## config.mk

```make
export PLATFORM = sky130hd
export DESIGN_NAME = rgb_to_hsv_converter_unit
export DESIGN_NICKNAME = d
export VERILOG_FILES = /design/src/hdl/rhc_pkg.sv /design/src/hdl/rhc_div.sv /design/src/hdl/rgb_to_hsv_converter_unit.sv
export VERILOG_INCLUDE_DIRS = /design/src /design/src/hdl
export SDC_FILE = /design/constraint.sdc
export NUM_CORES = 2
export LEC_CHECK = 0
export ABC_AREA = 0
export BUFFER_PORTS_ARGS = -buffer_cell sky130_fd_sc_hd__buf_2
export CORE_MARGIN = 1.5
export CORE_UTILIZATION = 51
export DETAILED_ROUTE_END_ITERATION = 10
export GPL_ROUTABILITY_DRIVEN = 0
export MAX_ROUTING_LAYER = met4
export PLACE_DENSITY_LB_ADDON = 0.15
export SLEW_MARGIN = 10
export SYNTH_ARGS = -nofsm -noshare
export SYNTH_HDL_FRONTEND = slang
export SYNTH_HIERARCHICAL = 1
export SYNTH_SLANG_ARGS = --single-unit
```

## constraint.sdc

```tcl
create_clock -name clk -period 7.6 [get_ports clk]
set_input_delay 1.52 -clock clk [delete_from_list [all_inputs] [get_ports clk]]
set_output_delay 1.52 -clock clk [all_outputs]
set_load 0.02 [all_outputs]
```

## src/hdl/rgb_to_hsv_converter_unit_defines.svh

```systemverilog
// assertion macros used by the rgb to hsv converter unit
`ifndef RGB_TO_HSV_CONVERTER_UNIT_DEFINES_SVH
`define RGB_TO_HSV_CONVERTER_UNIT_DEFINES_SVH

`ifndef ASSERT_OFF

// checked property, quiet while reset is applied
`define RHC_ASSERT(lbl, clk, rst_n, prop) \
	lbl: assert property (@(posedge clk) disable iff (!rst_n) prop) \
		else $error("rhc assertion failed");

// checked property, also evaluated during reset
`define RHC_ASSERT_ALWAYS(lbl, clk, prop) \
	lbl: assert property (@(posedge clk) prop) \
		else $error("rhc assertion failed");

`else

`define RHC_ASSERT(lbl, clk, rst_n, prop)

`define RHC_ASSERT_ALWAYS(lbl, clk, prop)

`endif

`endif

```

## src/hdl/rhc_pkg.sv

```systemverilog
// shared types and constants of the rgb to hsv converter
package rhc_pkg;

	// channel byte width
	localparam int BYTE_W = 8;
	// width of six times the channel spread (6 * 255 = 1530)
	localparam int D6_W = 11;
	// width of the hue numerator before scaling
	localparam int NUM_W = 12;
	// hue quotient width
	localparam int HUE_W = 16;
	// hue dividend width: num * 65535 < 1530 * 65535 < 2**27
	localparam int HUE_NW = 27;
	// saturation dividend width: d * 255 < 2**16
	localparam int SAT_NW = 16;
	// divider depth, one quotient bit per stage
	localparam int DIV_LAT = HUE_W;

	// which channel holds the maximum, red wins ties, then green
	typedef enum logic [2:0] {
		MAX_RED   = 3'b001,
		MAX_GREEN = 3'b010,
		MAX_BLUE  = 3'b100
	} max_sel_t;

	// fields that ride alongside the dividers
	typedef struct packed {
		logic [BYTE_W-1:0] alpha;
		logic [BYTE_W-1:0] red;
		logic [BYTE_W-1:0] green;
		logic [BYTE_W-1:0] blue;
		logic [BYTE_W-1:0] bright;
	} side_t;

endpackage

```

## src/hdl/rhc_div.sv

```systemverilog
// pipelined restoring divider, one quotient bit per register stage
module rhc_div #(
	parameter int NW = 27,
	parameter int DW = 11,
	parameter int QW = 16
) (
	input  logic          clk,
	input  logic [NW-1:0] dividend,
	input  logic [DW-1:0] divisor,
	output logic [QW-1:0] quotient
);

	// the quotient must fit in QW bits, so the remainder stays below divisor << QW
	localparam int CW = DW + QW;

	logic [CW-1:0] rem_s [QW];
	logic [DW-1:0] dvs_s [QW];
	logic [QW-1:0] quo_s [QW];

	generate
		for (genvar k = 0; k < QW; k++) begin : g_step
			localparam int SH = QW - 1 - k;
			logic [CW-1:0] rem_in;
			logic [DW-1:0] dvs_in;
			logic [QW-1:0] quo_in;
			logic [CW-1:0] trial;
			logic          fits;

			// stage inputs: the operands for the first step, the previous step otherwise
			if (k == 0) begin : g_first
				assign rem_in = CW'(dividend);
				assign dvs_in = divisor;
				assign quo_in = '0;
			end else begin : g_next
				assign rem_in = rem_s[k-1];
				assign dvs_in = dvs_s[k-1];
				assign quo_in = quo_s[k-1];
			end

			// trial subtract of the shifted divisor
			always_comb begin
				trial = CW'(dvs_in) << SH;
				fits  = (rem_in >= trial);
			end

			// step register
			always_ff @(posedge clk) begin
				rem_s[k] <= fits ? (rem_in - trial) : rem_in;
				dvs_s[k] <= dvs_in;
				quo_s[k] <= {quo_in[QW-2:0], fits};
			end
		end
	endgenerate

	assign quotient = quo_s[QW-1];

endmodule

```

## src/hdl/rgb_to_hsv_converter_unit.sv

```systemverilog
// rgb to hsv converter: unpacks a colour word and converts it to hue, saturation, brightness
//
// Usage:
//   A request is taken at a rising edge with start high and busy low. busy is always
//   low, so a new colour word may be offered on packed_color in every cycle.
//   Each result is shown for exactly one cycle with done high: the unpacked red,
//   green, blue and alpha bytes, hue (a full turn scaled to 65535), saturation
//   (0..255) and brightness (the largest channel).
//   A request passes three stages of unpacking, extremum search and operand set-up,
//   sixteen stages of the hue and saturation dividers (one quotient bit each) and
//   one output stage before its result appears with done high.
//   Throughput is one colour word per cycle; the sixteen-step divider pipelines
//   set the depth, not the rate.
//   The receiver cannot stall: results leave on their fixed cycle and must be
//   taken then.
//   Reset (arst_n low) clears every valid bit at once; items in flight are
//   dropped and done stays low until new requests come through.
`include "rgb_to_hsv_converter_unit_defines.svh"

module rgb_to_hsv_converter_unit (
	input  logic        clk,
	input  logic        arst_n,
	input  logic        start,
	output logic        busy,
	input  logic [31:0] packed_color,
	output logic        done,
	output logic [7:0]  red,
	output logic [7:0]  green,
	output logic [7:0]  blue,
	output logic [7:0]  alpha,
	output logic [15:0] hue,
	output logic [7:0]  saturation,
	output logic [7:0]  brightness
);

	localparam int LAT = 4 + rhc_pkg::DIV_LAT;

	// stage 1: unpacked bytes
	logic                        vld_s1;
	logic [rhc_pkg::BYTE_W-1:0]  a_s1, r_s1, g_s1, b_s1;

	// stage 2: extremes and the winning channel
	logic                        vld_s2;
	logic [rhc_pkg::BYTE_W-1:0]  a_s2, r_s2, g_s2, b_s2, mx_s2, d_s2;
	rhc_pkg::max_sel_t           sel_s2;

	// stage 3: divider operands
	logic                        vld_s3;
	rhc_pkg::side_t              side_s3;
	logic [rhc_pkg::HUE_NW-1:0]  hue_n_s3;
	logic [rhc_pkg::D6_W-1:0]    hue_d_s3;
	logic [rhc_pkg::SAT_NW-1:0]  sat_n_s3;
	logic [rhc_pkg::BYTE_W-1:0]  sat_d_s3;

	// divider stages: side fields and valid bits keep pace
	logic                        vld_div_s [rhc_pkg::DIV_LAT];
	rhc_pkg::side_t              side_div_s [rhc_pkg::DIV_LAT];
	logic [rhc_pkg::HUE_W-1:0]   hue_quo;
	logic [rhc_pkg::HUE_W-1:0]   sat_quo;

	// output stage
	logic                        vld_s20;
	rhc_pkg::side_t              side_s20;
	logic [rhc_pkg::HUE_W-1:0]   hue_s20;
	logic [rhc_pkg::BYTE_W-1:0]  sat_s20;

	// combinational helpers
	logic [rhc_pkg::BYTE_W-1:0]  mx_c, mn_c;
	rhc_pkg::max_sel_t           sel_c;
	logic [rhc_pkg::D6_W-1:0]    d6_c;
	logic [rhc_pkg::NUM_W-1:0]   num_c;
	logic [rhc_pkg::D6_W-1:0]    num_u_c;

	// no back-pressure: a request is taken every cycle
	assign busy = 1'b0;

	// valid bits
	always_ff @(posedge clk or negedge arst_n) begin
		if (!arst_n) begin
			vld_s1  <= 1'b0;
			vld_s2  <= 1'b0;
			vld_s3  <= 1'b0;
			vld_s20 <= 1'b0;
			for (int k = 0; k < rhc_pkg::DIV_LAT; k++) begin
				vld_div_s[k] <= 1'b0;
			end
		end else begin
			vld_s1       <= start & ~busy;
			vld_s2       <= vld_s1;
			vld_s3       <= vld_s2;
			vld_div_s[0] <= vld_s3;
			for (int k = 1; k < rhc_pkg::DIV_LAT; k++) begin
				vld_div_s[k] <= vld_div_s[k-1];
			end
			vld_s20 <= vld_div_s[rhc_pkg::DIV_LAT-1];
		end
	end

	// stage 1: unpack the colour word
	always_ff @(posedge clk) begin
		a_s1 <= packed_color[31:24];
		r_s1 <= packed_color[23:16];
		g_s1 <= packed_color[15:8];
		b_s1 <= packed_color[7:0];
	end

	// largest and smallest channel, red first on ties, then green
	always_comb begin
		mx_c = r_s1;
		if (g_s1 > mx_c) mx_c = g_s1;
		if (b_s1 > mx_c) mx_c = b_s1;
		mn_c = r_s1;
		if (g_s1 < mn_c) mn_c = g_s1;
		if (b_s1 < mn_c) mn_c = b_s1;
		if (mx_c == r_s1) begin
			sel_c = rhc_pkg::MAX_RED;
		end else if (mx_c == g_s1) begin
			sel_c = rhc_pkg::MAX_GREEN;
		end else begin
			sel_c = rhc_pkg::MAX_BLUE;
		end
	end

	// stage 2
	always_ff @(posedge clk) begin
		a_s2   <= a_s1;
		r_s2   <= r_s1;
		g_s2   <= g_s1;
		b_s2   <= b_s1;
		mx_s2  <= mx_c;
		d_s2   <= mx_c - mn_c;
		sel_s2 <= sel_c;
	end

	// hue numerator, within [0, 6d) for nonzero d and zero for grey
	always_comb begin
		d6_c = rhc_pkg::D6_W'(d_s2) * rhc_pkg::D6_W'(6);
		case (sel_s2)
			rhc_pkg::MAX_RED: begin
				num_c = rhc_pkg::NUM_W'(g_s2) - rhc_pkg::NUM_W'(b_s2);
				if (g_s2 < b_s2) num_c = num_c + rhc_pkg::NUM_W'(d6_c);
			end
			rhc_pkg::MAX_GREEN: begin
				num_c = rhc_pkg::NUM_W'(b_s2) - rhc_pkg::NUM_W'(r_s2)
					+ (rhc_pkg::NUM_W'(d_s2) << 1);
			end
			rhc_pkg::MAX_BLUE: begin
				num_c = rhc_pkg::NUM_W'(r_s2) - rhc_pkg::NUM_W'(g_s2)
					+ (rhc_pkg::NUM_W'(d_s2) << 2);
			end
			default: begin
				num_c = '0;
			end
		endcase
		num_u_c = num_c[rhc_pkg::D6_W-1:0];
	end

	// stage 3: scaled dividends; a zero divisor becomes one, its dividend is zero then
	always_ff @(posedge clk) begin
		side_s3.alpha  <= a_s2;
		side_s3.red    <= r_s2;
		side_s3.green  <= g_s2;
		side_s3.blue   <= b_s2;
		side_s3.bright <= mx_s2;
		hue_n_s3 <= (rhc_pkg::HUE_NW'(num_u_c) << rhc_pkg::HUE_W) - rhc_pkg::HUE_NW'(num_u_c);
		hue_d_s3 <= (d_s2 == '0) ? rhc_pkg::D6_W'(1) : d6_c;
		sat_n_s3 <= (rhc_pkg::SAT_NW'(d_s2) << rhc_pkg::BYTE_W) - rhc_pkg::SAT_NW'(d_s2);
		sat_d_s3 <= (mx_s2 == '0) ? rhc_pkg::BYTE_W'(1) : mx_s2;
	end

	// hue divider
	rhc_div #(
		.NW (rhc_pkg::HUE_NW),
		.DW (rhc_pkg::D6_W),
		.QW (rhc_pkg::HUE_W)
	) u_hue_div (
		.clk      (clk),
		.dividend (hue_n_s3),
		.divisor  (hue_d_s3),
		.quotient (hue_quo)
	);

	// saturation divider, same depth so both quotients line up
	rhc_div #(
		.NW (rhc_pkg::SAT_NW),
		.DW (rhc_pkg::BYTE_W),
		.QW (rhc_pkg::HUE_W)
	) u_sat_div (
		.clk      (clk),
		.dividend (sat_n_s3),
		.divisor  (sat_d_s3),
		.quotient (sat_quo)
	);

	// side fields delayed alongside the dividers
	always_ff @(posedge clk) begin
		side_div_s[0] <= side_s3;
		for (int k = 1; k < rhc_pkg::DIV_LAT; k++) begin
			side_div_s[k] <= side_div_s[k-1];
		end
	end

	// output stage
	always_ff @(posedge clk) begin
		side_s20 <= side_div_s[rhc_pkg::DIV_LAT-1];
		hue_s20  <= hue_quo;
		sat_s20  <= sat_quo[rhc_pkg::BYTE_W-1:0];
	end

	assign done       = vld_s20;
	assign red        = side_s20.red;
	assign green      = side_s20.green;
	assign blue       = side_s20.blue;
	assign alpha      = side_s20.alpha;
	assign hue        = hue_s20;
	assign saturation = sat_s20;
	assign brightness = side_s20.bright;

	// every request comes out after the fixed latency
	`RHC_ASSERT(a_latency, clk, arst_n, (start && !busy) |-> ##LAT done)
	// brightness is the largest channel
	`RHC_ASSERT(a_bright_max, clk, arst_n, done |-> (brightness >= red && brightness >= green && brightness >= blue))
	// saturation is zero exactly for grey and black
	`RHC_ASSERT(a_sat_zero, clk, arst_n, done |-> ((saturation == 8'd0) == (red == green && green == blue)))
	// grey has no hue
	`RHC_ASSERT(a_grey_hue, clk, arst_n, (done && red == green && green == blue) |-> (hue == 16'd0))
	// nothing leaves while reset holds the pipeline empty
	`RHC_ASSERT_ALWAYS(a_reset_quiet, clk, !arst_n |-> !done)

endmodule

```

==> metrics.md <==
| Metric | Value |
|---|---|
| Status | finished, final reports clean |
| Period utilisation layout | 87.70% |
| Sw Share | 34.46% |
| Global-route track usage on met2 | 32.16% |
| Diode count | 0 |
| IO Count | 101 |
| Antenna violations before repair | 2 |
| PostCTS Resize Cnt | 0 |
| Syn avg cell area | 11.32 sq um |
| Pleak | 34.90 nW |
| Reg2Reg Depth | 26 |
| Slew margin rel. | 21.53% |
| Tmin final | 6.665 ns |
| Fin area | 81420 sq um |
| Critical path endpoint category | flip-flop |
| Cell-internal power | 28.29 mW |
| CTS Buf Count | 201 |
| GR Util All Layers | 18.66% |
| Multi-input logic area | 26380 sq um |
| GR Overflow Total | 0 |
| Largest net degree at the start of global routing | 29 |
| CTS Hold Bufs | 0 |
| Synthesized Nets | 6775 |
| Setup_tns | 0 ns |
| Vias per cell | 5.061 |
| CP arrival | 7.39 ns |
| PnR Total Power | 43.16 mW |
| Reg2reg setup slack | 0.94 ns |
| Synthesized instance count | 6307 |
| Leading cell types in the layout, fill and taps excluded | dfxtp_1, inv_1, ha_1, nor2_1, a21oi_1 |
| H-tree levels | 4 |
| Peak supply drop | 0.0003110 V |
| Die ar. | 142200 sq um |
| Layout cell share with drive strength beyond 1 | 9.805% |
| Synth warn | 6 |
| # placed instances | 8214 |
| Die Height | 377.1 microns |
| Postcts setup bufs | 0 |
| Register Area | 42760 sq um |
| CP required | 8.32 ns |
| Setup Skew | 0.07096 ns |
| DRT Pass-1 Iters | 5 |
| Routed wire per std cell | 15.05 microns |
| Cell Pwr Density | 530.1 nW/um^2 |
| Initial Util | 51.27% |
| Max Slew Vio Count | 0 |
| Setup crit start kind | flip-flop |
| Worst skew pair latency | 0.86 ns |
| Max-cap violations | 0 |
| Sequential Power Share | 39.1% |
| # DRC | 0 |
| Clk pin slew, worst setup/hold paths | 0.06 ns |
| Final Hold Viols | 0 |
| HPWL after DPL | 95710 microns |
| Placed inst area | 73940 sq um |
| Worst setup path endpoint | d_s2[7] |
| CTS max path bufs | 3 |
| Filler Cells Inserted | 11590 |
| Setup crit start | r_s1[7] |
| Routed Antenna Nets | 0 |
| # nets final | 7009 |
| Vias | 43460 |
| Vias in the first global route | 42800 |
| Reg2reg end | d_s2[7] |
| Critical path type | flip-flop to flip-flop |
| Final WL | 129300 microns |
| P_sw | 14.88 mW |
| Synthesis-to-finish area growth | 14.08% |
| CTS tree | built |
| GRT Max-Usage Layer | met2 |
| Chip Width | 377.1 microns |
| Comb pwr share | 36.1% |
| Iter 0 DRT Violations | 1982 |
| RSZ-0062 raised after global routing | no |
| Std cell rows | 137 |
| Hold Crit Class | flip-flop to flip-flop |
| Final setup vio count | 0 |
| Crit Path Max Fanout | 19 |
| Root buffer cell | clkbuf_16 |
| Met1 usage | 21.75% |
| Core Box Area | 139200 sq um |
| Cell Area, Synth | 71370 sq um |
| Met3 global-route usage | 3.127% |
| R2R Path Start | r_s1[7] |
| Post-Layout Cell Count | 8587 |
| Commonest non-fill, non-tap cell in the layout | dfxtp_1 |
| Fmax | 0.1500 GHz |
| Port bufs | 99 |
| First-pass GRT wire length | 211900 microns |
| Clock power share | 24.8% |
| Worst-margin pin slew | 1.169 ns |
| Clock sinks | 2131 |
-- per-layer routing --
layer | vias to the layer above | share of wire (%)
li1 | 22260 | -
met1 | 20230 | 44
met2 | 705 | 49
met3 | 261 | 3.5
met4 | 0 | 2.9
met5 | - | 0
-- worst min path at each step --
| stage | cells after the start | end | slack, ns | startpoint |
|---|---|---|---|---|
| floorplan | 0 | a_s2[0] | 0.31 | a_s1[0] |
| global placement | 0 | side_div_s[14][10] | 0.31 | side_div_s[13][10] |
| detailed placement | 0 | red[2] | 0.31 | side_div_s[15][26] |
| CTS | 0 | side_div_s[1][6] | 0.29 | side_div_s[0][6] |
| global route | 0 | side_div_s[1][6] | 0.30 | side_div_s[0][6] |
| finish | 0 | side_div_s[1][6] | 0.30 | side_div_s[0][6] |
-- area by class of cell --
| type | count | share of cell area, % |
|---|---|---|
| multi-input combinational | 3602 | 32.40 |
| timing repair buffer | 114 | 0.7468 |
| sequential | 2131 | 52.52 |
| tap | 1876 | 2.883 |
| clock buffer | 272 | 7.110 |
| inverter | 491 | 2.264 |
| clock inverter | 101 | 2.076 |
-- registers in the layout, indices dropped and copies added (netlist names), 11 cells and up --
register	cells
side_div_s	640
hue_n_s3	27
u_sat_div/quo_s	36
u_hue_div/dvs_s	165
vld_div_s	16
u_hue_div/quo_s	136
u_sat_div/dvs_s	120
sat_n_s3	16
hue	16
hue_d_s3	11
side_s3	40
u_hue_div/rem_s	405
u_sat_div/rem_s	360
-- critical path, stage by stage (launching register included) --
cell and delay [ns]:
dfxtp_1 0.36, inv_1 0.09, ha_1 0.36, a21oi_1 0.18
o21a_2 0.24, nor2_2 0.08, nor2_2 0.45, mux2_2 0.44
inv_1 0.18, ha_1 0.29, nor3_1 0.19, nor2_1 0.08
a211oi_1 0.19, nor2_1 0.08, a31oi_1 0.44, a2bb2oi_2 0.18
buf_4 0.27, mux2i_1 0.57, ha_1 0.34, nand4b_1 0.13
a211o_1 0.29, o211a_1 0.12, o22ai_1 0.18, maj3_2 0.26
nor3_2 0.07, o41ai_2 0.35, xnor2_1 0.11
-- stage by stage --
stage	hold slack [ns]	util, %	setup WS, ns
after detailed placement	0.3121	53.12	1.093
after CTS	0.2948	58.50	1.011
after global placement	0.3096	53.12	1.142
after global routing	0.2994	58.50	0.5414
final	0.3049	58.50	0.9351
after floorplan	0.3096	-	2.149
-- power groups by stage --
stage | clock network, mW | logic, mW | registers, mW
finish | 10.7 | 15.6 | 16.9
floorplan | 0 | 12.4 | 16.3
detailed placement | 0 | 15.4 | 17.1
CTS | 11.0 | 15.6 | 16.9
global route | 11.5 | 17.5 | 17.3
global placement | 0 | 15.2 | 17.1
Note: power is estimated with default switching activity, not from simulation.
